$ cat src/hdl/wide_value_handle_table_assert.svh
// Assertion macros used by the handle table RTL
`ifndef WIDE_VALUE_HANDLE_TABLE_ASSERT_SVH
`define WIDE_VALUE_HANDLE_TABLE_ASSERT_SVH

// check a condition in the same cycle as its trigger
`define WVHT_ASSERT_NOW(lbl, ante, cons, msg) \
    lbl: assert property (@(posedge clk) disable iff (!rst_n) (ante) |-> (cons)) \
        else $error(msg);

// check a condition in the cycle after its trigger
`define WVHT_ASSERT_NEXT(lbl, ante, cons, msg) \
    lbl: assert property (@(posedge clk) disable iff (!rst_n) (ante) |=> (cons)) \
        else $error(msg);

`endif

$ cat src/hdl/wvht_pkg.sv
// Package with opcodes, constants and result type of the handle table
`timescale 1ns / 1ps
`default_nettype none
package wvht_pkg;

    typedef enum logic [1:0] {
        OP_PUT   = 2'd0,
        OP_GET   = 2'd1,
        OP_CLEAR = 2'd2,
        OP_RSVD  = 2'd3
    } op_t;

    localparam logic [15:0] HANDLE_FLAG = 16'h4000;

    typedef struct packed {
        logic [15:0] lo;
        logic [15:0] hi;
        logic [63:0] value;
    } result_t;

endpackage
`default_nettype wire

$ cat src/hdl/wvht_out_buf.sv
// Output register that holds one result until the consumer takes it
`timescale 1ns / 1ps
`default_nettype none
module wvht_out_buf (
    input  wire logic              clk,
    input  wire logic              rst_n,
    input  wire logic              push,
    input  wire wvht_pkg::result_t res,
    output logic                   free,
    output logic                   out_valid,
    input  wire logic              out_ready,
    output logic      [15:0]       out_lo,
    output logic      [15:0]       out_hi,
    output logic      [63:0]       out_value
);

    logic              valid_reg;
    wvht_pkg::result_t data_reg;

    assign free = !valid_reg || out_ready;

    always_ff @(posedge clk or negedge rst_n)
    begin
        if (!rst_n)
        begin
            valid_reg <= 1'b0;
            data_reg  <= '0;
        end
        else
        begin
            if (push)
            begin
                valid_reg <= 1'b1;
                data_reg  <= res;
            end
            else if (out_ready)
            begin
                valid_reg <= 1'b0;
            end
        end
    end

    assign out_valid = valid_reg;
    assign out_lo    = data_reg.lo;
    assign out_hi    = data_reg.hi;
    assign out_value = data_reg.value;

endmodule
`default_nettype wire

$ cat config.mk
export PLATFORM = sky130hd
export DESIGN_NAME = wvht_out_buf
export DESIGN_NICKNAME = d
export VERILOG_FILES = /design/src/hdl/wide_value_handle_table_assert.svh /design/src/hdl/wvht_pkg.sv /design/src/hdl/wvht_out_buf.sv
export SDC_FILE = /design/constraint.sdc
export NUM_CORES = 1
export LEC_CHECK = 0
export BUFFER_PORTS_ARGS = -buffer_cell sky130_fd_sc_hd__buf_4
export CAP_MARGIN = 40
export CELL_PAD_IN_SITES_DETAIL_PLACEMENT = 0
export CELL_PAD_IN_SITES_GLOBAL_PLACEMENT = 2
export CORE_MARGIN = 2
export CORE_UTILIZATION = 31
export DETAILED_ROUTE_END_ITERATION = 16
export PLACE_DENSITY = 0.82
export SYNTH_ARGS = -nofsm -noshare
export SYNTH_HDL_FRONTEND = slang
export SYNTH_SLANG_ARGS = --single-unit
$ cat constraint.sdc
create_clock -name clk -period 1.4 [get_ports clk]
set_clock_uncertainty 0.2 [all_clocks]
set_input_delay 0.07 -clock clk [delete_from_list [all_inputs] [get_ports clk]]
set_output_delay 0.07 -clock clk [all_outputs]
set_load 0.005 [all_outputs]
After elaboration in Yosys (flattened, before gate mapping)
Index checks and enable logic that the tools add are counted.

storage, ports and cells
  output and inout port bits = 98
  memories kept = 0
  logic and storage cells = 9
  bits in read-only memories = 0
  register bits after elaboration = 97
  latch bits = 0
  bits of input ports = 100
  RAM bits = 0

operators by class
  add/subtract/negate cells = 0
  reduce and logical (&&, ||, !) cells = 3
  magnitude comparators = 0
  multiplexer cells = 2
  div/mod/pow operators = 0
  multiply operators = 0
  bitwise operators = 0
  eq/ne operators = 0
  shifts and indexed selects = 0

operators by type and width
  operator           count
  $mux 1             2
  $reduce_bool 2->1  1
  $logic_not 1->1    1
  $logic_or 1x1->1   1

Longest topological paths before layout
  depth in word-level cells = 2
  depth in mapped cells = 4

Worst setup path after synthesis
OpenSTA, ideal clock, no wires.

  path kind = input -> register
  start = input push
  end = register data_reg (netlist bit out_hi[0])
  path slack = 0.324 ns
  library setup time = 0.125 ns
  cell stages on the path = 4
  arrival = 0.750 ns
  buffers on the path = 3
  path through = buf_6 buf_6 buf_6 mux2_4

RTL lines
  item                    RTL line            source
  start: declaration      wvht_out_buf.sv:7   input wire logic push,
  end signal: assignment  wvht_out_buf.sv:34  data_reg <= res;
  end: declaration        wvht_out_buf.sv:18  wvht_pkg::result_t data_reg;

No word-level cell between the ends.

Worst setup path after layout
  start = input out_ready
  end = output free

on the way
  longest elaborated chain between the ends = 1

ends and longest elaborated chain
  item                RTL line            source
  start: declaration  wvht_out_buf.sv:11  input wire logic out_ready,
  $logic_or 1x1->1    wvht_out_buf.sv:20  assign free = !valid_reg || out_ready;
  end: declaration    wvht_out_buf.sv:9   output logic free,

No other way between the ends.

==> metrics.md <==
| Metric | Value |
|---|---|
| Status | complete, but fails checks |
| Violated checks | negative hold slack |
| Die ar. | 0.01288 mm2 |
| Register area share after synthesis | 65.32% |
| CTS buffer count | 9 |
| Final Max Slew Viols | 0 |
| Critical path launch point type | input port |
| Max Freq | 776.5 MHz |
| DR iter-0 viols | 75 |
| Mapped cell area | 0.003716 mm2 |
| Final min period | 1.288 ns |
| Worst Hold Class | in -> async |
| Worst vdd ir | 0.8753 mV |
| Req. time, crit path | 1.13 ns |
| Seq pwr share | 44.8% |
| Met3 GRT Util | 5.845% |
| Design Power | 7.219 mW |
| Antenna violations before repair | 0 |
| Worst path arrival time | 1.02 ns |
| Aggregate global routing overflow | 0 |
| Busiest grt layer | met2 |
| Remaining antenna violation count | 0 |
| Final net count | 607 |
| Met2 usage | 28.02% |
| Cells on worst reg2reg path | 1 |
| Gr usage total | 15.86% |
| Die Y | 113.5 um |
| Routed via count | 2852 |
| Drt via density | 4.354 |
| Skew-Pair Late Insertion Delay | 0.34 ns |
| Core area | 0.01156 mm2 |
| # DRC | 0 |
| Total wire length | 9905 um |
| Max Cap Viol | 0 |
| RSZ-0062 raised after global routing | no |
| HPWL Detailed | 6396 um |
| CTS tree | built |
| Period utilisation layout | 91.98% |
| Gate power share | 19.9% |
| Row cnt | 39 |
| Synth cell types | 6 |
| CP max stage delay | 0.54 ns |
| CTS Buffer Depth | 2 |
| Setup-failing EPs final | 0 |
| Switching part of the total | 22.20% |
| PortBufs | 197 |
| Hold_buf cts | 98 |
| CP max stage cell | dlygate4sd3_1 |
| Largest net degree at the start of global routing | 40 |
| Avg Inst Size Synth | 18.04 um2 |
| Clk pwr share | 35.3% |
| Pleak | 3.201 nW |
| Root buffer selected by CTS | clkbuf_16 |
| Routed len/inst | 15.12 um |
| Slew HR | 82.60% |
| Internal cell power | 5.616 mW |
| H-Tree Depth | 3 |
| Hold slack | -0.05310 ns |
| TNS Setup | 0 ns |
| Switch Pwr | 1.603 mW |
| CP max FO | 2 |
| # IOs | 198 |
| Seq cells post-synth | 97 |
| GR Util met1 | 16.89% |
| First-pass GRT wire length | 15750 um |
| Area Growth Syn to Fin | 79.90% |
| Vias in the first global route | 3216 |
| Syn Nets | 306 |
| CP Capture Type | output pin |
| Critical path type | in -> out |
| Fin util | 57.81% |
| Yosys warnings | 0 |
| Gate Count Post-Synth | 206 |
| Initial Utilization | 32.13% |
| Ant. Diodes | 0 |
| CP dominant cell by count | buf_4 |
| GP Congestion | 0.7185 |
| Reg clk slew, reported paths | 0.06 ns |
| Layout cells sized above 1 | 61.13% |
| Slew @ Worst Pin | 0.2610 ns |
| CP Cell Sequence | dlygate4sd3_1 > buf_4 > nand2b_1 > buf_4 |
| Pre-antenna DRT Iters | 3 |
| Final hold violations | 14 |
| Die X | 113.5 um |
| Clock sink count | 97 |
| Flop2flop setup slack | 0.42 ns |
| Pwr Density | 1080 mW/mm2 |
per-layer routing:
layer	up-vias	wire length (um)
li1	1323	-
met1	1390	3722
met2	117	5226
met3	22	681
met4	0	274
met5	-	0
layout make-up:
cell class	count	area, um2
clock buffers	14	274.0
clock inverters	2	35.03
fillers	923	4880
multi-input cells	98	1202
flip-flops and latches	97	2427
well taps	143	178.9
repair buffers	301	2567
registers in the layout, summed over array words and instances (netlist names):
register	cells
out_lo	16
out_valid	1
out_value	64
out_hi	16
cell usage in the layout (no fill, tap or decap):
cell,netlist,final
clkbuf_8,0,3
buf_12,0,5
dfrtp_1,97,97
dlygate4sd3_1,0,98
nand2b_1,2,2
bufinv_16,0,1
clkinv_2,0,1
clkbuf_1,0,2
buf_4,0,198
mux2_4,29,29
clkbuf_16,0,9
mux2_2,67,67
per-stage QoR:
step / cell area (um2) / std cells / hold slack, ns / worst slack, ns
floorplan: 3716 / 206 / -0.4256 / 0.3244
global placement: 5395 / 541 / -0.2385 / 0.2535
detailed placement: 5395 / 541 / -0.2391 / 0.2324
CTS: 6685 / 655 / -0.07080 / 0.1156
global route: 6685 / 655 / -0.03699 / 0.1020
finish: 6685 / 655 / -0.05310 / 0.1122
cells in the mapped netlist, drive strengths merged:
cell,n,area [um2]
dfrtp,97,2427
mux2,96,1190
buf,11,86.33
nand2b,2,12.51
critical path: cells and delay by family:
family | cells | cell delay, ns
and+or+nand+nor | 1 | 0.14
buffers and inverters | 3 | 0.81
logic make-up (layout without fill, tap and decap cells):
family	after synthesis	in the layout	synth area share (%)
buf+inv	11	317	2.323
flops	97	97	65.32
mux	96	96	32.02
simple gates	2	2	0.3366
path summary, 6_finish.rpt:
path | from | endpoint
setup / recovery | out_ready | free
hold / removal | rst_n | out_value[52]$_DFFE_PN0P_
setup reg to reg | out_hi[12]$_DFFE_PN0P_ | out_hi[12]$_DFFE_PN0P_
hold reg to reg | out_value[13]$_DFFE_PN0P_ | out_value[13]$_DFFE_PN0P_
max in group asynchronous | rst_n | out_value[19]$_DFFE_PN0P_
min in group clk | push | out_value[53]$_DFFE_PN0P_
what timing repair did:
action,4_1_cts,5_1_grt
setup buffers,0,0
gates resized for setup,0,0
hold endpoints to repair,194,14
power by group through the flow:
stage | sequential [mW] | combinational [mW] | clock [mW]
after floorplan | 3.30 | 0.407 | 0
after global placement | 3.28 | 1.21 | 0
after CTS | 3.24 | 1.45 | 2.64
final | 3.23 | 1.44 | 2.55
after detailed placement | 3.28 | 1.23 | 0
after global routing | 3.27 | 1.55 | 2.74
Note: power is estimated with default switching activity, not from simulation.
